## src/rtl/core/rooted_tree_parent_table_core_defines.svh

```systemverilog
// Assertion macros for the rooted tree parent table core.
// No dependencies; included by the top level only.
`ifndef ROOTED_TREE_PARENT_TABLE_CORE_DEFINES_SVH
`define ROOTED_TREE_PARENT_TABLE_CORE_DEFINES_SVH
`ifndef SYNTHESIS
`define RTPT_ASSERT(lbl, prop, msg) \
  lbl: assert property (@(posedge clk) disable iff (!rst_n) (prop)) else $error(msg);
`define RTPT_ASSERT_NEXT(lbl, ante, cons, msg) \
  lbl: assert property (@(posedge clk) disable iff (!rst_n) (ante) |=> (cons)) else $error(msg);
`else
`define RTPT_ASSERT(lbl, prop, msg)
`define RTPT_ASSERT_NEXT(lbl, ante, cons, msg)
`endif
`endif

```

## src/rtl/core/rtpt_pkg.sv

```systemverilog
// Shared types and constants for the rooted tree parent table core.
// No dependencies.
package rtpt_pkg;
  localparam int CAPACITY = 64;
  localparam int KEY_BITS = 32;
  localparam int ID_BITS  = $clog2(CAPACITY);
  localparam int CNT_BITS = $clog2(CAPACITY + 1);

  localparam logic [1:0] CMD_INSERT = 2'd0;
  localparam logic [1:0] CMD_DELETE = 2'd1;
  localparam logic [1:0] CMD_REPORT = 2'd2;
  localparam logic [1:0] CMD_NONE   = 2'd3;

  typedef logic signed [KEY_BITS-1:0] key_t;
  typedef logic [ID_BITS-1:0]         id_t;

  localparam key_t ROOT_KEY = key_t'(1);

  typedef struct packed {
    logic [1:0]         command;
    logic signed [31:0] node_key;
    logic signed [31:0] parent_key;
  } in_item_t;

  typedef struct packed {
    logic               failed;
    logic signed [31:0] found_parent_key;
  } out_item_t;

  typedef struct packed {
    logic live;
    key_t key;
    id_t  id;
    id_t  pid;
    key_t pkey;
  } cell_data_t;

  typedef struct packed {
    logic ins_en;
    logic del_en;
    key_t new_key;
    id_t  new_id;
    id_t  new_pid;
    key_t new_pkey;
    id_t  gone_id;
    id_t  up_id;
    key_t up_key;
  } cell_op_t;

  function automatic key_t key_from_input(logic signed [31:0] v);
    return key_t'(v);
  endfunction

  function automatic logic signed [31:0] key_to_output(key_t k);
    return 32'(k);
  endfunction
endpackage

```

## src/rtl/core/rtpt_prio.sv

```systemverilog
// Lowest-set-bit finder over one bit per table entry.
// Depends on rtpt_pkg.
module rtpt_prio (
  input  logic [rtpt_pkg::CAPACITY-1:0] req_i,
  output logic [rtpt_pkg::CAPACITY-1:0] oh_o,
  output rtpt_pkg::id_t                 idx_o,
  output logic                          any_o
);
  import rtpt_pkg::*;

  assign oh_o  = req_i & (~req_i + {{(CAPACITY-1){1'b0}}, 1'b1});
  assign any_o = |req_i;

  always_comb begin
    idx_o = '0;
    for (int i = 0; i < CAPACITY; i++) begin
      if (oh_o[i]) idx_o = idx_o | id_t'(i);
    end
  end
endmodule

```

## config.mk

```make
export PLATFORM = sky130hd
export DESIGN_NAME = rtpt_prio
export DESIGN_NICKNAME = d
export VERILOG_FILES = /design/src/rtl/core/rooted_tree_parent_table_core_defines.svh /design/src/rtl/core/rtpt_pkg.sv /design/src/rtl/core/rtpt_prio.sv
export SDC_FILE = /design/constraint.sdc
export NUM_CORES = 1
export LEC_CHECK = 0
export ABC_AREA = 1
export BUFFER_PORTS_ARGS = -buffer_cell sky130_fd_sc_hd__buf_2
export CAP_MARGIN = 30
export CORE_MARGIN = 1
export CORE_UTILIZATION = 53
export DETAILED_ROUTE_END_ITERATION = 6
export PLACE_DENSITY = 0.91
export RECOVER_POWER = 25
export SLEW_MARGIN = 20
export SYNTH_ARGS = -nofsm -noshare
export SYNTH_HDL_FRONTEND = slang
export SYNTH_SLANG_ARGS = --single-unit
```

## constraint.sdc

```tcl
create_clock -name vclk -period 3.2
set_input_delay 0 -clock vclk [all_inputs]
set_output_delay 0 -clock vclk [all_outputs]
set_load 0.01 [all_outputs]
```

==> After elaboration in Yosys (flattened, before gate mapping) <==
Cells that the tools add are included.
{ "op_classes": {"addsub": 1, "n_mux": 63, "n_bitwise": 2, "reduce_logical": 1} }
{ "op_table": {"columns": ["op", "count"], "rows": [
  ["$mux W6", 32],
  ["$mux W5", 16],
  ["$add A64 B1 Y64 const B", 1],
  ["$and A64 B64 Y64", 1],
  ["$not A64 Y64", 1],
  ["$reduce_or A64 Y1", 1],
  ["$mux W4", 8],
  ["$mux W3", 4],
  ["$mux W2", 2],
  ["$mux W1", 1]
]} }
{ "totals": {"reg_bits": 0, "in_bits": 64} }

==> Depth between registers and ports, before layout <==
Gate-level depths: netlist of run 1.
{ "logic_depth": {"word_depth": 66, "mapped_depth": 13} }

==> Worst setup path before layout of run 1 <==
OpenSTA, ideal clock, no wires.
{ "synth_timing": {"kind": "input to output", "startpoint": "input port req_i[1] (netlist bit)", "endpoint": "output port idx_o[4]", "arrival_ns": 1.124, "slack_ns": 2.076, "path_stages": 11, "path_buffers": 0, "cell_sequence": "nor2_2 > nand2_2 > nor2_1 > nand2_1 > nor2_1 > nor2_1 > nand3_1 > nor2_1 > nand2_1 > nor2_1 > nand3_1"} }
{ "synth_via": {"elab_cells_between_ends": 51, "classes_between": "add/sub: 1; mux: 48; bitwise: 2"} }
{ "synth_rtl": {"columns": ["item", "line", "source"], "rows": [
  ["from (decl)", "rtpt_prio.sv:4", "input logic [rtpt_pkg::CAPACITY-1:0] req_i,"],
  ["$not A64 Y64", "rtpt_prio.sv:11", "assign oh_o = req_i & (~req_i + {{(CAPACITY-1){1'b0}}, 1'b1});"],
  ["$add A64 B1 Y64", "rtpt_prio.sv:11", null],
  ["$and A64 B64 Y64", "rtpt_prio.sv:11", null],
  ["net oh_o, one bit", "rtpt_prio.sv:5", "output logic [rtpt_pkg::CAPACITY-1:0] oh_o,"],
  ["$mux W5 (10 in series)", "rtpt_prio.sv:17", "if (oh_o[i]) idx_o = idx_o | id_t'(i);"],
  ["$mux W6 (32 in series)", "rtpt_prio.sv:17", null],
  ["to (decl)", "rtpt_prio.sv:6", "output rtpt_pkg::id_t idx_o,"]
]} }
The timed path passes the listed nets, and every way through them passes these cells.

==> Worst setup path in the final report of run 1 <==
{ "layout_timing": {"startpoint": "input port req_i[1] (netlist bit)", "endpoint": "output port idx_o[5]"} }
{ "layout_via": {"elab_chain_cells": 35} }
{ "layout_rtl": {"columns": ["item", "line"], "rows": [
  ["$not A64 Y64 (*)", "rtpt_prio.sv:11"],
  ["$add A64 B1 Y64 (*)", "rtpt_prio.sv:11"],
  ["$and A64 B64 Y64 (*)", "rtpt_prio.sv:11"],
  ["$mux W6 (31 in series)", "rtpt_prio.sv:17"],
  ["$mux W6 (*)", "rtpt_prio.sv:17"]
]} }
Mark *: on every way between the ends. The rest lies on a longest branch, timed or not.

==> flow_summary.ini, run 1 <==
[drt]
routed_wl_um = 11400
vias = 4457
drtPass1Iterations = 6
wl_per_cell_um = 13.9
drc = 0
drtAntennaViolNets = 0
via_per_inst = 5.46
drt_iter0_markers = 451

[critical_path]
cp_max_fo = 6
startpoint_type = primary input
cp_cell_sequence = buf_2 -> nor2_1 -> nand2_1 -> nor2_1 -> nand2_1 -> nor2_1 -> nand3_1 -> o21ai_0 -> inv_1 -> nand2_1 -> nor2_1 -> nand3_1 -> buf_2
cp_data_required_time_ps = 3200
critPathArrivalTime_ps = 1940
critPathMaxStageDelay_ps = 360
crit_path_end_kind = primary output
worstSetupPathType = primary input to primary output
cp_common_cell = nor2_1
critPathSlowestCell = nor2_1

[die]
fp-row-count = 25
ios = 135
die_x_um = 72.5
start_util_pct = 55.4
die_h_um = 72.5
core-area_um2 = 4750
die_area_um2 = 5260

[final_layout]
fill_cells = 529
layout_common_cells = nor2_1, nand2_1, inv_1
multi_input_area_um2 = 2100
num_antenna_cells = 0
nets = 816
syn_to_final_growth_pct = 27.1
clkbuf_count = 0
design.seq.count = 0
seq_area_um2 = 0
final_layout_size_suffix_gt1_share_pct = 19.7
final_common_cell = nor2_1

[sta]
worst_pin_slew_ps = 395
final-setup-viol-count = 0
rsz0062_at_grt = no
worst_slack_ps = 1260
fin_crit_ps = 1940
relSlewSlack_pct = 73.5
setup_tns_ps = 0
finalCritPeriodShare_pct = 60.8
slew_violations = 0
fmaxAchievable_mhz = 514
hold_violations = 0

[cts]
holdBufCountCts = 0
cts_resized = 0
post-cts-setup-buffers = 0

[global_route]
grt_pass1_wl_um = 18100
grt_pass1_vias = 4070
antenna_found_initial = 0
grt_max_degree = 8
overflow = 0
grt_util_all_layers_pct = 43.6

[logic_synthesis]
yosys.area_share.simple_pct = 80.3
synthDistinctLibCells = 19
synth_top_family_by_area = simple AND/OR/NAND/NOR gates
synth.cell_area_um2 = 2640
synthXorXnorAreaFrac_pct = 0
yosysSeqAreaShare_pct = 0
synthAdderAreaFrac_pct = 0
syn_inst = 616
synth.area.mux_share_pct = 0
synth_nets = 680
yosys_warnings = 0
synth_compound_area_share_pct = 0.380
avgSynthCellArea_um2 = 4.28

[min_path]
hold_class = primary input to primary output

[pwr]
ir_worst_vdd_v = 0.0000500
powerDensity_nw_per_um2 = 49.1
leakagePower_nw = 2.44

[placement]
portBuffers = 135
pre_cts_ws_ps = 1520
gp_congestion = 1.20
dp_hpwl_um = 10100

[run_status]
outcome = completed

[job]
cap_violations = 0
==> stage by stage <==
step                power [mW]  instance area (µm²)  hold slack, ps  std cells  util, %
finish                   0.165                 3350             240        817     70.4
global route             0.181                 3350             261        817     70.4
CTS                      0.163                 3390             247        817     71.3
detailed placement       0.162                 3390             247        817     71.3
global placement         0.161                 3390             236        817     71.3
floorplan               0.0762                 2640            54.8        616        -
==> cells in the mapped netlist <==
library cell / instances / share of area (%)
o21ai_0: 1 / 0.19
nand4_1: 19 / 4.5
nor3_1: 19 / 3.6
nand3_2: 3 / 1.1
buf_4: 1 / 0.28
inv_1: 131 / 19
nor4_1: 1 / 0.24
a21oi_1: 1 / 0.19
nand3_1: 65 / 12
nand2_2: 4 / 0.95
nor2_4: 7 / 3.0
nor2_8: 1 / 0.76
nor3b_1: 5 / 1.4
nor2_2: 10 / 2.4
inv_2: 3 / 0.43
nor2_1: 174 / 25
nand2_1: 164 / 23
and2_1: 4 / 0.95
nand3b_1: 3 / 0.85
==> critical path, delay by kind of cell <==
kind | cells | cell delay, ps
AOI/OAI and AO/OA | 1 | 140
and+or+nand+nor | 9 | 1490
buffers and inverters | 3 | 310
==> layout make-up <==
cell class | instances | share of cell area, %
inverters | 134 | 15.0
multi-input cells | 481 | 62.6
well taps | 67 | 2.50
repair buffers | 135 | 19.9
==> routing by layer <==
layer / track usage [%] / routed length [µm] / part of all wire, % / vias up
met4: 29.4 / 889 / 7.8 / 0
met3: 5.28 / 1070 / 9.4 / 72
met2: 77.4 / 5290 / 46 / 329
met1: 48.5 / 4140 / 36 / 1911
met5: 0 / 0 / 0 / -
li1: - / - / - / 2145
==> final timing paths <==
path  depth (start not counted)      from  slack (ps)       end
min                           2  req_i[0]         240   oh_o[0]
max                          13  req_i[1]        1260  idx_o[5]
==> logic make-up (layout without fill, tap and decap cells) <==
group | count (synthesis) | count (layout)
compound gates | 2 | 2
buf+inv | 135 | 269
simple gates | 479 | 479
==> power by group <==
group | internal [mW] | switching [mW]
logic | 0.0567 | 0.108
registers | 0 | 0
clock network | 0 | 0
No activity file was read; power rests on OpenSTA's default activity.
==> run 2, diff against run 1 <==
Settings changed: CORE_UTILIZATION 53 to 49, PLACE_DENSITY 0.91 to 0.85.
Clock period 3.2 ns to 1.9 ns, I/O delays scaled along.
==> run 2 against run 1 <==
The run now ends with design-rule violations left. First-iteration DRC count down 14%. Routed wire length up 5.8%. Combinational power up 73%. Setup slack worse by 1100 ps. Sequential cell count unchanged. Die area up 7.9%. Global-route usage up 0.34 points. Utilization down 4.3 points. Sequential share of layout area unchanged. Count of clock-buffer cells in the layout unchanged. Critical path depth unchanged. Final area up 1.5%.
==> flow_summary.ini, run 2 (synthesis gave the netlist of run 1 again) <==
[run_status]
outcome = complete, but fails checks
violations = design-rule violations

[global_route]
overflow = 0
grt_pass1_vias = 3869
grt_pass1_wl_um = 18700
grt_max_degree = 8
antenna_found_initial = 0
grt_util_all_layers_pct = 43.9

[cts]
post-cts-setup-buffers = 0
holdBufCountCts = 0
cts_resized = 0

[drt]
drt_iter0_markers = 389
drc = 13
drt-met1-wl_um = 4390
via_per_inst = 5.41
routed_wl_um = 12100
vias = 4438
wl_per_cell_um = 14.7
wl_met2_um = 5580
wl_met3_um = 1150
drtAntennaViolNets = 0
drtPass1Iterations = 7
top_layer_used = met4

[sta]
worst_pin_slew_ps = 358
rsz0062_at_grt = no
final-setup-viol-count = 0
slew_violations = 0
fmaxAchievable_mhz = 582
setup_tns_ps = 0
finalCritPeriodShare_pct = 90.4
relSlewSlack_pct = 76.1
hold_violations = 0
fin_crit_ps = 1720
worst_slack_ps = 182

[placement]
portBuffers = 135
gp_congestion = 1.07
dp_hpwl_um = 10500
pre_cts_ws_ps = 215

[final_layout]
num_antenna_cells = 0
nets = 816
layout_common_cells = nor2_1, nand2_1, inv_1
fill_cells = 590
final_common_cell = nor2_1
fin_util_pct = 66.1
clkbuf_count = 0
syn_to_final_growth_pct = 28.9
design.seq.count = 0
final_layout_size_suffix_gt1_share_pct = 21.1
seq_area_um2 = 0

[critical_path]
critPathArrivalTime_ps = 1720
startpoint = req_i[0]
startpoint_type = primary input
cp_max_fo = 6
cp_data_required_time_ps = 1900
worstSetupPathType = primary input to primary output
crit_path_end = idx_o[4]
crit_path_end_kind = primary output

[die]
start_util_pct = 51.3
fp-row-count = 26
die_x_um = 75.4
core-area_um2 = 5140
die_h_um = 75.4
die_area_um2 = 5680
ios = 135

[job]
cap_violations = 0

[pwr]
totalPowerFinal_uw = 285
leakagePower_nw = 2.44
powerDensity_nw_per_um2 = 83.7
ir_worst_vdd_v = 0.0000845

[min_path]
hold_class = primary input to primary output
run 2: changes by cell type in the layout (fill, tap and decap cells not counted), sizes merged:
cell    previous run  this run
buf              128       127
clkbuf             7         8
run 2: report_power, final:
part	switching (mW)	total [mW]	internal [mW]
clock	0	0	0
sequential	0	0	0
combinational	0.188	0.285	0.0966
run 2: final cells by class:
cell class | count | area (µm²) | area share [%]
Multi-Input combinational cell | 481 | 2140 | 63.0
Tap cell | 70 | 87.6 | 2.58
Inverter | 134 | 503 | 14.8
Timing Repair Buffer | 135 | 666 | 19.6
run 2: worst min-delay path by stage:
stage	startpoint	end	slack (ps)	cells past startpoint
after floorplan	req_i[0]	oh_o[1]	50	1
final	req_i[0]	oh_o[0]	250	2
after CTS	req_i[0]	oh_o[0]	250	2
after global placement	req_i[0]	oh_o[0]	240	2
after detailed placement	req_i[0]	oh_o[0]	250	2
after global routing	req_i[0]	oh_o[0]	260	2
run 2: stage by stage:
stage	area [µm²]	instances	hold WS, ps
after floorplan	2640	616	54.8
after global placement	3390	820	236
after detailed placement	3390	820	247
after CTS	3390	820	248
after global routing	3400	820	263
final	3400	820	251
run 2: critical path, cell delays in order:
cell,delay (ps)
buf_2,130
nor2_2,140
nand2_2,130
nor2_4,180
nand2_1,120
nor2_1,250
nand3_1,210
nand2_1,120
nor2_1,60
nand2_1,100
inv_1,50
nand3_1,80
buf_2,140
run 2: per-layer routing:
layer  vias up  GRT usage, %
met3        77          8.47
met2       344          76.2
met4         0          27.6
met1      1878          49.5
met5         -             0
li1       2139             -
