### config.mk
export PLATFORM = sky130hd
export DESIGN_NAME = rtpt_cell
export DESIGN_NICKNAME = d
export VERILOG_FILES = /design/src/rtl/core/rooted_tree_parent_table_core_defines.svh /design/src/rtl/core/rtpt_pkg.sv /design/src/rtl/core/rtpt_cell.sv
export SDC_FILE = /design/constraint.sdc
export NUM_CORES = 1
export LEC_CHECK = 0
export BUFFER_PORTS_ARGS = -buffer_cell sky130_fd_sc_hd__buf_2
export CORE_AREA = 4 4 151 153
export DETAILED_ROUTE_END_ITERATION = 12
export DIE_AREA = 0 0 155 157
export PLACE_DENSITY = 0.57
export SYNTH_ARGS = -nofsm -noshare
export SYNTH_HDL_FRONTEND = slang
export SYNTH_SLANG_ARGS = --single-unit
export TNS_END_PERCENT = 30
### constraint.sdc
create_clock -name clk -period 4.44 [get_ports clk]
set_clock_uncertainty 0.2 [all_clocks]
set_input_delay 0.222 -clock clk [delete_from_list [all_inputs] [get_ports clk]]
set_output_delay 0.222 -clock clk [all_outputs]
set_load 0.005 [all_outputs]
### src/rtl/core/rooted_tree_parent_table_core_defines.svh
// Assertion macros for the rooted tree parent table core.
// No dependencies; included by the top level only.
`ifndef ROOTED_TREE_PARENT_TABLE_CORE_DEFINES_SVH
`define ROOTED_TREE_PARENT_TABLE_CORE_DEFINES_SVH
`ifndef SYNTHESIS
`define RTPT_ASSERT(lbl, prop, msg) \
  lbl: assert property (@(posedge clk) disable iff (!rst_n) (prop)) else $error(msg);
`define RTPT_ASSERT_NEXT(lbl, ante, cons, msg) \
  lbl: assert property (@(posedge clk) disable iff (!rst_n) (ante) |=> (cons)) else $error(msg);
`else
`define RTPT_ASSERT(lbl, prop, msg)
`define RTPT_ASSERT_NEXT(lbl, ante, cons, msg)
`endif
`endif

### src/rtl/core/rtpt_pkg.sv
// Shared types and constants for the rooted tree parent table core.
// No dependencies.
package rtpt_pkg;
  localparam int CAPACITY = 64;
  localparam int KEY_BITS = 32;
  localparam int ID_BITS  = $clog2(CAPACITY);
  localparam int CNT_BITS = $clog2(CAPACITY + 1);

  localparam logic [1:0] CMD_INSERT = 2'd0;
  localparam logic [1:0] CMD_DELETE = 2'd1;
  localparam logic [1:0] CMD_REPORT = 2'd2;
  localparam logic [1:0] CMD_NONE   = 2'd3;

  typedef logic signed [KEY_BITS-1:0] key_t;
  typedef logic [ID_BITS-1:0]         id_t;

  localparam key_t ROOT_KEY = key_t'(1);

  typedef struct packed {
    logic [1:0]         command;
    logic signed [31:0] node_key;
    logic signed [31:0] parent_key;
  } in_item_t;

  typedef struct packed {
    logic               failed;
    logic signed [31:0] found_parent_key;
  } out_item_t;

  typedef struct packed {
    logic live;
    key_t key;
    id_t  id;
    id_t  pid;
    key_t pkey;
  } cell_data_t;

  typedef struct packed {
    logic ins_en;
    logic del_en;
    key_t new_key;
    id_t  new_id;
    id_t  new_pid;
    key_t new_pkey;
    id_t  gone_id;
    id_t  up_id;
    key_t up_key;
  } cell_op_t;

  function automatic key_t key_from_input(logic signed [31:0] v);
    return key_t'(v);
  endfunction

  function automatic logic signed [31:0] key_to_output(key_t k);
    return 32'(k);
  endfunction
endpackage

### src/rtl/core/rtpt_cell.sv
// One table slot: key, id and parent fields, with compare, reparent and shift.
// Depends on rtpt_pkg.
module rtpt_cell (
  input  logic                 clk,
  input  logic                 rst_n,
  input  logic                 root_i,
  input  rtpt_pkg::key_t       cmp_key_i,
  input  rtpt_pkg::cell_op_t   op_i,
  input  logic                 ins_sel_i,
  input  logic                 shift_sel_i,
  input  rtpt_pkg::cell_data_t nb_i,
  output rtpt_pkg::cell_data_t cur_o,
  output rtpt_pkg::cell_data_t nb_o,
  output logic                 match_o
);
  import rtpt_pkg::*;

  cell_data_t data_r;
  cell_data_t rep;

  // children of the removed node move up; root never does
  always_comb begin
    rep = data_r;
    if (!root_i && data_r.pid == op_i.gone_id) begin
      rep.pid  = op_i.up_id;
      rep.pkey = op_i.up_key;
    end
  end

  assign cur_o   = data_r;
  assign nb_o    = rep;
  assign match_o = data_r.live && (data_r.key == cmp_key_i);

  always_ff @(posedge clk) begin
    if (!rst_n) begin
      data_r.live <= root_i;
      data_r.key  <= ROOT_KEY;
      data_r.id   <= '0;
    end else if (op_i.del_en) begin
      data_r <= shift_sel_i ? nb_i : rep;
    end else if (op_i.ins_en && ins_sel_i) begin
      data_r.live <= 1'b1;
      data_r.key  <= op_i.new_key;
      data_r.id   <= op_i.new_id;
      data_r.pid  <= op_i.new_pid;
      data_r.pkey <= op_i.new_pkey;
    end
  end
endmodule

### Word level (Yosys, flattened, before mapping)

Cells that the tools add are included.
Widths: inputs -> output; s select.

* flip-flop bits (word level): 77
* output and inout bits: 155
* word-level logic and storage cells: 23

* reductions and logical operators: 8
* mux-type cells: 5
* equality and inequality tests: 5

Operators by type and width (number)
* $mux 77: 3
* $mux 39: 1
* $mux 38: 1
* $eq 32x32->1: 1
* $eq 6x6->1: 1
* $reduce_and 2->1: 3
* $logic_and 1x1->1: 3
* $ne 3x1->1 const B: 1
* $ne 3x2->1 const B: 1
* $ne 2x1->1 const B: 1
* $reduce_bool 2->1: 1
* $logic_not 1->1: 1

### Depth between registers and ports, before layout

Gate-level depths: netlist of the first run.

* word-level depth: 6
* mapped depth: 7
* mapped depth without buffers: 5

### Least setup slack after synthesis of the first run

OpenSTA, ideal clock, no wires.

* path type: input -> register
* start point: in op_i[120] (netlist name)
* end point: reg data_r (netlist bit cur_o[0]) (enable)
* cell stages on the path: 4
* path slack: 0.192 ns
* setup time: 0.492 ns
* buffers on the path: 2
* required time: 3.748 ns
* arrival time: 3.557 ns
* cells stage by stage: clkinv_1 > clkbuf_1 > clkbuf_1 > a21boi_0

* longest elaborated chain between the ends: 2

Ends and longest elaborated chain
* start: declaration: line rtpt_cell.sv:8 `input rtpt_pkg::cell_op_t op_i,`
* $reduce_bool 2->1 (no source line)
* $reduce_and 2->1 (no source line)
* end signal: assignment: line rtpt_cell.sv:40 `data_r <= shift_sel_i ? nb_i : rep;`
* end: declaration: line rtpt_cell.sv:18 `cell_data_t data_r;`

No other way between the ends.
A chain may end at the register's enable or synchronous reset.

==> results of run 1 <==
routing by layer:
metal  wire length, um  part of all wire, %
met1              7860                   38
met2             10800                   52
met5                 0                    0
met4               408                  2.0
met3              1840                  8.8
final cells by class:
type / count / area [sq um]
diodes: 2 / 5.00
multi-input cells: 289 / 2390
fillers: 2256 / 14200
flip-flops and latches: 77 / 1930
clock inverters: 6 / 87.6
repair buffers: 434 / 2380
well taps: 280 / 350
inverters: 1 / 3.75
clock buffers: 10 / 229
report_power, final:
| group | leakage [nW] | switching, W | internal, W |
|---|---|---|---|
| registers | 0.689 | 0.0000517 | 0.000810 |
| logic | 2.75 | 0.000235 | 0.000286 |
| clock network | 0.156 | 0.000311 | 0.000493 |
| total | 3.59 | 0.000598 | 0.00159 |
worst max-delay path by stage:
stage                                   to  slack [ps]  cells past startpoint
floorplan               cur_o[0]$_DFFE_PP_         190                      4
global route                      nb_o[21]        1300                      6
global placement    cur_o[62]$_SDFFE_PN0P_        1530                      6
finish                            nb_o[21]        1410                      6
CTS                               nb_o[21]        1420                      6
detailed placement  cur_o[62]$_SDFFE_PN0P_        1490                      6
kinds of logic (layout without fill, tap and decap cells):
family | after synthesis | after routing
multiplexers | 38 | 38
AO/OA/AOI/OAI | 81 | 81
XOR/XNOR | 38 | 38
other | 0 | 2
AND/OR/NAND/NOR | 132 | 132
buffers and inverters | 80 | 451
flip-flops | 77 | 77
worst max-delay path: stages (launching register included):
cell	delay, ps
edfxtp_1	470
xor2_1	180
nor4_1	460
nand4_1	230
buf_4	350
mux2_4	400
buf_2	140
timing repair:
item | in CTS | in global routing
endpoints found under the setup margin | 0 | 0
hold buffers | 38 | 0
buffers inserted | 0 | 0
hold endpoints to repair | 37 | 0
resized for setup | 0 | 0
synthesized netlist by cell type:
cell type  instances  area share (%)
buf_4             40             6.3
nor2_1            40             3.2
edfxtp_1          39              25
a221o_1           38             8.0
a221oi_1          38             7.0
and3_1            38             5.0
dfxtp_1           38              16
nor3b_1           37             5.9
clkbuf_1          33             2.6
xnor2_1           31             5.7
mux2_4            20             6.3
mux2_2            18             4.3
nand4_1            8             1.1
xor2_1             7             1.3
nor4_1             4            0.53
buf_1              3            0.24
nand2_1            3            0.24
a31oi_1            2            0.26
buf_6              2            0.47
a21boi_0           1            0.16
and2_1             1            0.13
buf_2              1            0.11
clkinv_1           1           0.079
nand3_1            1            0.11
o21ai_0            1            0.11
o21bai_1           1            0.16
metrics by stage:
stage	total power, W	cells	area [sq um]	hold WS (ps)
final	0.00219	1099	7380	28.4
after global routing	0.00230	1099	7380	17.4
after CTS	0.00223	1097	7370	3.07
after detailed placement	0.00138	1043	6670	313
after global placement	0.00137	1043	6670	298
after floorplan	0.00113	446	4740	188
==> metrics.cfg, run 1 <==
[run_status]
status = completed

[global_route]
grt_pass1_vias = 5062
busiest_layer = met2
grt_max_degree = 49
grt_pass1_wl_um = 30100
gr-usage-met1_pct = 19.1
grt_use_met2_pct = 29.0
overflow = 0
grt_util_met3_pct = 3.77
gr-usage-all-layers_pct = 16.2
grt_antenna_before_repair = 2

[floorplan]
io-pin-count = 391
fp.dieW_um = 155
die_area_sq_um = 24300
coreArea_sq_um = 21600
dieHeight_um = 157
rows = 54
start_util_pct = 22.0

[logic_synthesis]
synthXorXnorAreaFrac_pct = 7.02
avgSynthCellArea_sq_um = 10.6
ys_warn_count = 0
synth_compound_area_share_pct = 15.7
synth_simple_gate_area_share_pct = 16.1
synth.area.mux_share_pct = 10.6
synth_top_family_by_area = simple AND/OR/NAND/NOR gates
synth_adder_area_share_pct = 0
synth-seq-cells = 77
synth.distinct_cells = 26
seq_area_frac_synth_pct = 40.7
syn_area_sq_um = 4740
syn_nets = 682
netlist_instances = 446

[power_and_ir_drop]
p_leak_nw = 3.59
peakVddDrop_mv = 0.157
powerDensity_nw_per_um2 = 296

[setup_path]
critPathCaptureType = output pin
r2r.worst_path.cells = 6
regToRegStartpoint = cur_o[34]$_DFFE_PP_
startpoint = cur_o[34]$_DFFE_PP_
crit_arrival_ps = 2610
crit_required_ps = 4020
timing.setup.critical_path_class = flop to output pin
critPathMaxFanout = 37
critPathLaunchType = flop
worstReg2RegEnd = cur_o[9]$_DFFE_PP_
rrSetupSlack_ps = 1540

[placement]
dp_hpwl_um = 16200
portBuffers = 390
post-place-ws_ps = 1490
gp_congestion = 0.815

[timing]
slew_headroom_pct = 29.7
max_clock_freq_ghz = 0.329
finalMaxSlewViolations = 0
fin_ws_ps = 1410
rsz0062_at_grt = no
setup_viol_count_final = 0
hold_violations = 0
tns_ps = 0
finalCriticalPeriod_ps = 3030
tightest_slew_ps = 1050
fin_crit_sh_pct = 68.4

[finish]
syn_to_final_growth_pct = 55.5
layout_common_cells = buf_2 (390), nor2_1 (39), edfxtp_1 (39)
final_layout_size_suffix_gt1_share_pct = 55.7
final_nets = 1048
final_util_pct = 34.2
final_common_cell = buf_2
largest_reg_flops = 77

[clock_network]
insertion_delay_ps = 330
clock_sinks = 77
cts_made_buffers = 9
root_buffer = clkbuf_16
clock_path_buffers = 2
h-tree-depth = 3
clkTransAtPathRegs_ps = 60
cts_tree = done

[worst_hold_path]
hold_path_class = input pin to flop
whs_path_depth = 3
worstHoldStart = nb_i[49]
min_to = cur_o[49]$_SDFFE_PN0P_

[routing]
ant_nets = 0
drt-wirelength-per-cell_um = 19.0
drc = 0
first_iter_violations = 155
vias = 5164
dr.pass1.iters = 5
routed_wl_um = 20900
post_drt_via_cell_ratio = 4.70

[job]
cap_violations = 0

No activity file was read; power rests on OpenSTA's default activity.
==> inputs of run 2 (changes only) <==
- ABC_AREA: not set -> 1
- CORE_AREA: 4 4 151 153 -> 4 4 148 150
- DIE_AREA: 0 0 155 157 -> 0 0 152 154
- PLACE_DENSITY: 0.57 -> 0.61
- clock period: 4.44 -> 2.8 ns (I/O delays scaled with it)
==> run 2 against run 1 <==
Compared with the run above:
- design area is 29% higher
- hold slack worse by 12 ps
- utilization is 12 points higher
- critical endpoint is now cur_o[24]$_DFFE_PP_
- synthesized area is 21% higher
- first-iteration DRC count is 100% higher
- largest cell class is now non-clock buffers
==> metrics.cfg, run 2 <==
[run_status]
status = completed  ; unchanged

[routing]
vias = 7229  ; was 5164
routed_wl_um = 25400  ; was 20900 um
drt-wirelength-per-cell_um = 16.2  ; was 19.0 um
ant_nets = 0  ; unchanged
post_drt_via_cell_ratio = 4.63  ; was 4.70
drc = 0  ; unchanged
first_iter_violations = 312  ; was 155
dr.pass1.iters = 5  ; unchanged

[power_and_ir_drop]
powerDensity_nw_per_um2 = 384  ; was 296 nW/um^2
finalPower_w = 0.00365  ; was 0.00219 W
peakVddDrop_mv = 0.232  ; was 0.157 mV
p_leak_nw = 4.93  ; was 3.59 nW

[timing]
max_clock_freq_ghz = 0.381
slew_headroom_pct = 60.1  ; was 29.7%
finalCriticalPeriod_ps = 2630
tns_ps = 0  ; unchanged
tightest_slew_ps = 599  ; was 1050 ps
hold_violations = 0  ; unchanged
finalMaxSlewViolations = 0  ; unchanged
fin_crit_sh_pct = 93.8
rsz0062_at_grt = no  ; unchanged
setup_viol_count_final = 0  ; unchanged

[global_route]
grt_antenna_before_repair = 2  ; unchanged
grt_pass1_wl_um = 39000  ; was 30100 um
grt_pass1_vias = 7287  ; was 5062
overflow = 0  ; unchanged
grt_max_degree = 69  ; was 49
gr-usage-all-layers_pct = 20.7  ; was 16.2%

[finish]
diodes = 0  ; was 2
layout_common_cells = buf_2 (390), nand2_1 (180), dlygate4sd3_1 (159)  ; was buf_2 (390), nor2_1 (39), edfxtp_1 (39)
final_common_cell = buf_2  ; unchanged
final_layout_size_suffix_gt1_share_pct = 35.0  ; was 55.7%
syn_to_final_growth_pct = 66.3  ; was 55.5%
final_nets = 1518  ; was 1048
largest_reg_flops = 77  ; unchanged
layout.cells.non_filler = 1562  ; was 1099
final.fill_count = 2046  ; was 2256

[logic_synthesis]
synthArstFlopShare_pct = 0  ; unchanged
synth.distinct_cells = 29  ; was 26
yosysTopAreaCell = edfxtp_1  ; unchanged
synth_top_area_share_pct = 20.5  ; was 24.7%
synth.area.top_cells = edfxtp_1 (20%), dfxtp_1 (13%), nand2_1 (12%)  ; was edfxtp_1 (25%), dfxtp_1 (16%), a221o_1 (8.0%)
synth_common_cells = nand2_1 (181), inv_1 (117), nand3_1 (81)  ; was buf_4 (40), nor2_1 (40), edfxtp_1 (39)
synthFlopType = edfxtp_1  ; unchanged
avgSynthCellArea_sq_um = 7.19  ; was 10.6 sq um
seq_area_frac_synth_pct = 33.8  ; was 40.7%
syn_nets = 1032  ; was 682
synth-seq-cells = 77  ; unchanged
syn_area_sq_um = 5720  ; was 4740 sq um
ys_warn_count = 0  ; unchanged
yosysMostFrequentCell = nand2_1
synth_edf_count = 39  ; unchanged
netlist_instances = 796  ; was 446

[floorplan]
dieHeight_um = 154  ; was 157 um
io-pin-count = 391  ; unchanged
coreArea_sq_um = 20700  ; was 21600 sq um
start_util_pct = 27.7  ; was 22.0%
rows = 53  ; was 54
die_area_sq_um = 23400  ; was 24300 sq um
fp.dieW_um = 152  ; was 155 um

[setup_path]
critPathMaxFanout = 63  ; was 37
crit_arrival_ps = 2520  ; was 2610 ps
critPathCaptureType = flop  ; was output pin
critPathLaunchType = input pin  ; was flop
timing.setup.critical_path_class = input pin to flop  ; was flop to output pin
crit_required_ps = 2700  ; was 4020 ps

[placement]
portBuffers = 390  ; unchanged
dp.cells = 1387  ; was 1043
gp_congestion = 0.897  ; was 0.815
dp_hpwl_um = 18600  ; was 16200 um

[clock_network]
clkTransAtPathRegs_ps = 70  ; was 60 ps
root_buffer = clkbuf_16  ; unchanged
clock_path_buffers = 2  ; unchanged
insertion_delay_ps = 340  ; was 330 ps
h-tree-depth = 3  ; unchanged
cts_made_buffers = 9  ; unchanged
clock_sinks = 77  ; unchanged
cts_tree = done  ; unchanged

[job]
cap_violations = 0  ; unchanged

[worst_hold_path]
hold_path_class = input pin to flop  ; unchanged

run 2: cell count changes after synthesis, sizes merged, moves of 28 or more:
cell,before,now
nand3,1,81
nand2,3,181
xnor2,31,3
o21ai,1,52
mux2,38,0
a22o,0,38
a31oi,2,38
and2,1,38
and3,38,0
a221o,38,0
o21bai,1,38
nor3b,37,0
a221oi,38,0
inv,0,121
run 2: what timing repair did:
item                                    4_1_cts  5_1_grt
endpoints found under the hold margin        76        0
setup buffers                                 0        0
gates resized for setup                       0        2
hold buffers                                159        0
endpoints found under the setup margin        0        7
run 2: metal layers:
metal | up-vias | routed length (um) | track usage (%) | share of wire (%)
met2 | 374 | 12700 | 37.3 | 50
li1 | 3537 | - | - | -
met1 | 3259 | 9850 | 23.8 | 39
met5 | - | 21 | 0 | 0.083
met3 | 55 | 1850 | 4.39 | 7.3
met4 | 4 | 958 | 8.82 | 3.8
run 2: cells by family (layout without fill, tap and decap cells):
family	Yosys count	after routing	share of synthesized area [%]
simple gates	331	331	25.4
buf+inv	208	699	18.0
compound gates	170	170	21.3
flops	77	77	33.8
xor+xnor	10	10	1.53
run 2: path summary, 6_finish.rpt:
check / startpoint / slack, ps / depth (start not counted) / end
max: op_i[120] / 170 / 8 / cur_o[24]$_DFFE_PP_
min: op_i[74] / 20 / 4 / cur_o[30]$_DFFE_PP_
max reg2reg: cur_o[32]$_DFFE_PP_ / 260 / 8 / cur_o[21]$_DFFE_PP_
min reg2reg: cur_o[44]$_SDFFE_PN1P_ / 420 / 1 / cur_o[44]$_SDFFE_PN1P_
run 2: metrics by stage:
stage | hold slack, ps | area [sq um] | worst slack [ps] | utilization (%)
6_report | 16.7 | 9520 | 173 | 46.0
5_1_grt | 19.4 | 9520 | 55.4 | 46.0
2_1_floorplan | 101 | 5730 | 562 | -
3_3_place_gp | 209 | 7630 | 668 | 36.9
4_1_cts | 2.72 | 9510 | 83.9 | 46.0
3_5_place_dp | 213 | 7630 | 657 | 36.9
run 2: final cells by class:
cell class	count	area [sq um]	area share, %
inverter	121	455	4.79
clock inverter	5	33.8	0.355
sequential	77	1930	20.3
multi-input combinational	511	2800	29.5
clock buffer	11	254	2.67
tap	275	344	3.62
timing repair buffer	562	3690	38.8
run 2: critical path, stage by stage:
cell and delay (ps):
buf_2 190, clkinv_2 290, buf_6 370, a22o_1 270, dlygate4sd3_1 560, inv_1 60
nand2_1 50, dlygate4sd3_1 550
run 2: report_power, final:
group	leakage, nW	internal (W)	switching [W]	total, W
clock network	0.135	0.000655	0.000507	0.00116
logic	4.10	0.000607	0.000518	0.00112
registers	0.689	0.00128	0.0000851	0.00137
==> inputs of run 3 (changes only) <==
- BUFFER_PORTS_ARGS: -buffer_cell sky130_fd_sc_hd__buf_2 -> -buffer_cell sky130_fd_sc_hd__buf_4
- GPL_TIMING_DRIVEN: not set -> 0
==> run 3 against run 2 <==
Compared with the run above:
- global-route usage rose by 2.8 points
- die area unchanged
- combinational power increased by 24%
- final cell count grew 4.5%
- wire length grew 12%
- via count increased by 4.1%
- critical path depth increased by 1
- largest power group is now combinational cells
- critical path type is now flop to flop
==> metrics.cfg, run 3 (same netlist as run 2, synthesis figures left out) <==
[run_status]
status = completed  ; unchanged

[power_and_ir_drop]
power_frac_comb_pct = 35.8  ; was 30.8%
p_sw_w = 0.00116  ; was 0.00111 W
finalPower_w = 0.00388  ; was 0.00365 W
seq_power_share_pct = 35.5  ; was 37.4%
p_leak_nw = 5.48  ; was 4.93 nW
powerDensity_nw_per_um2 = 358  ; was 384 nW/um^2
clkPwrFrac_pct = 28.7  ; was 31.8%
switching_share_pct = 29.8  ; was 30.4%
peakVddDrop_mv = 0.247  ; was 0.232 mV
cellInternalPower_w = 0.00272  ; was 0.00254 W

[worst_hold_path]
whs_path_depth = 4  ; unchanged
hold_path_class = input pin to flop  ; unchanged

[routing]
drt-wirelength-per-cell_um = 17.4  ; was 16.2 um
post_drt_via_cell_ratio = 4.61  ; was 4.63
vias = 7523  ; was 7229
drc = 0  ; unchanged
ant_nets = 0  ; unchanged
dr.pass1.iters = 4  ; was 5
routed_wl_um = 28500  ; was 25400 um
first_iter_violations = 218  ; was 312

[setup_path]
timing.setup.critical_path_class = flop to flop  ; was input pin to flop
endpoint = cur_o[17]$_DFFE_PP_  ; was cur_o[24]$_DFFE_PP_
critPathLaunchType = flop  ; was input pin
crit_arrival_ps = 2390  ; was 2520 ps
critPathMostFrequentCell = nand3_1  ; was dlygate4sd3_1
critical-path-max-stage-delay_ps = 560  ; about the same
cp_num_buf_inv = 3  ; was 6
path_cells = nand2_1, nand3_1, nor2_2, buf_4, buf_4, nand3_1, nand3_1, nand2_1, dlygate4sd3_1  ; was buf_2, clkinv_2, buf_6, a22o_1, dlygate4sd3_1, inv_1, nand2_1, dlygate4sd3_1
slowest_stage = dlygate4sd3_1  ; unchanged
regToRegStartpoint = cur_o[32]$_DFFE_PP_  ; unchanged
r2r.worst_path.cells = 9  ; was 8
critPathCaptureType = flop  ; unchanged
startpoint = cur_o[32]$_DFFE_PP_  ; was op_i[120]
rrSetupSlack_ps = 310  ; was 260 ps
critPathMaxFanout = 10  ; was 63
worstReg2RegEnd = cur_o[17]$_DFFE_PP_  ; was cur_o[21]$_DFFE_PP_
critical_path.top_delay_family = buffers and inverters  ; unchanged
path_depth = 9  ; was 8
crit_required_ps = 2700  ; about the same

[timing]
finalMaxSlewViolations = 0  ; unchanged
hold_violations = 0  ; unchanged
tightest_slew_ps = 663  ; was 599 ps
rsz0062_at_grt = no  ; unchanged
tns_ps = 0  ; unchanged
fin_crit_sh_pct = 88.8  ; was 93.8%
setup_viol_count_final = 0  ; unchanged
finalCriticalPeriod_ps = 2490  ; was 2630 ps
max_clock_freq_ghz = 0.402  ; was 0.381 GHz
slew_headroom_pct = 55.7  ; was 60.1%

[placement]
dp.cells = 1462  ; was 1387
portBuffers = 390  ; unchanged
dp_hpwl_um = 21900  ; was 18600 um
gp_congestion = 0.870  ; was 0.897
post_dp_cell_area_sq_um = 9020  ; was 7630 sq um

[floorplan]
dieHeight_um = 154  ; unchanged
fp.dieW_um = 152  ; unchanged
coreArea_sq_um = 20700  ; unchanged
start_util_pct = 27.7  ; unchanged
rows = 53  ; unchanged
io-pin-count = 391  ; unchanged
die_area_sq_um = 23400  ; unchanged

[finish]
layout_common_cells = buf_4 (435), nand2_1 (181), dlygate4sd3_1 (154)  ; was buf_2 (390), nand2_1 (180), dlygate4sd3_1 (159)
layout.cells.non_filler = 1633  ; was 1562
final_nets = 1588  ; was 1518
final.fill_count = 2120  ; was 2046
final_layout_size_suffix_gt1_share_pct = 37.1  ; was 35.0%
seq_area_sq_um = 1930  ; unchanged
final_common_cell = buf_4  ; was buf_2
largest_reg_flops = 77  ; unchanged
multi_input_area_sq_um = 2770  ; was 2800 sq um
syn_to_final_growth_pct = 89.4  ; was 66.3%
stdcell_area_sq_um = 10800  ; was 9520 sq um

[clock_network]
cts_tree = done  ; unchanged
insertion_delay_ps = 340  ; about the same
clock_sinks = 77  ; unchanged
clkTransAtPathRegs_ps = 70  ; about the same
clock_path_buffers = 2  ; unchanged
root_buffer = clkbuf_16  ; unchanged
h-tree-depth = 3  ; unchanged
cts_setup_buffers = 0  ; unchanged
cts_made_buffers = 9  ; unchanged
post_cts_resized = 0  ; unchanged

[global_route]
overflow = 0  ; unchanged
grt_antenna_before_repair = 2  ; unchanged
grt_max_degree = 24  ; was 69
grt_pass1_vias = 7905  ; was 7287
grt_pass1_wl_um = 43600  ; was 39000 um
gr-usage-all-layers_pct = 23.5  ; was 20.7%

[job]
cap_violations = 0  ; unchanged

==> run 3: cell types whose count changed in the layout (fill, tap and decap cells not counted), sizes merged <==
cell,delta
buf,+56
clkbuf,+18
clkinv,+2
clkinvlp,-2
diode,+1
dlygate4sd3,-5
inv,+1
==> run 3: worst min path at each step <==
stage,start,to,slack (ps)
2_1_floorplan,op_i[82],cur_o[38]$_SDFFE_PN0P_,100
3_3_place_gp,op_i[106],cur_o[62]$_SDFFE_PN0P_,220
3_5_place_dp,op_i[100],cur_o[56]$_SDFFE_PN0P_,220
4_1_cts,op_i[50],cur_o[6]$_DFFE_PP_,0.3
5_1_grt,op_i[50],cur_o[6]$_DFFE_PP_,30
6_report,nb_i[0],cur_o[0]$_DFFE_PP_,20
==> run 3: routing by layer <==
metal	vias up	global-route usage, %	part of all wire, %
met5	-	0	0.046
met4	2	10.8	4.3
met3	60	5.94	7.1
met2	326	43.1	51
met1	3452	25.3	38
li1	3683	-	-
==> run 3: power by group through the flow <==
stage | clock network [W] | registers, W | logic [W]
after floorplan | 0 | 0.00137 | 0.000496
after global placement | 0 | 0.00140 | 0.00116
after detailed placement | 0 | 0.00140 | 0.00118
after CTS | 0.00113 | 0.00138 | 0.00139
after global routing | 0.00118 | 0.00139 | 0.00152
final | 0.00111 | 0.00138 | 0.00139
==> run 3: tightest hold or removal path, stage by stage <==
cell     delay (ps)
buf_4            90
a22o_1          120
inv_1            40
nand2_1          50
==> run 3: cell type report <==
cell class / count / area share, %
Antenna cell: 1 / 0.0231
Buffer: 87 / 5.30
Clock buffer: 10 / 2.11
Clock inverter: 6 / 0.358
Inverter: 121 / 4.19
Multi-Input combinational cell: 511 / 25.6
Sequential cell: 77 / 17.8
Tap cell: 275 / 3.18
Timing Repair Buffer: 545 / 41.4
==> run 3: through the flow <==
stage                     utilization [%]  hold WS (ps)  setup WS (ps)
after floorplan                         -           101            562
after global placement               43.5           220           -443
after detailed placement             43.6           223            519
after CTS                            52.4         0.254            322
after global routing                 52.4          27.2            152
final                                52.4          15.6            313
==> run 3: repair_timing <==
item / in CTS / in global routing
endpoints found under the hold margin: 74 / 0
hold buffers: 154 / 0
setup endpoints to repair: 0 / 0
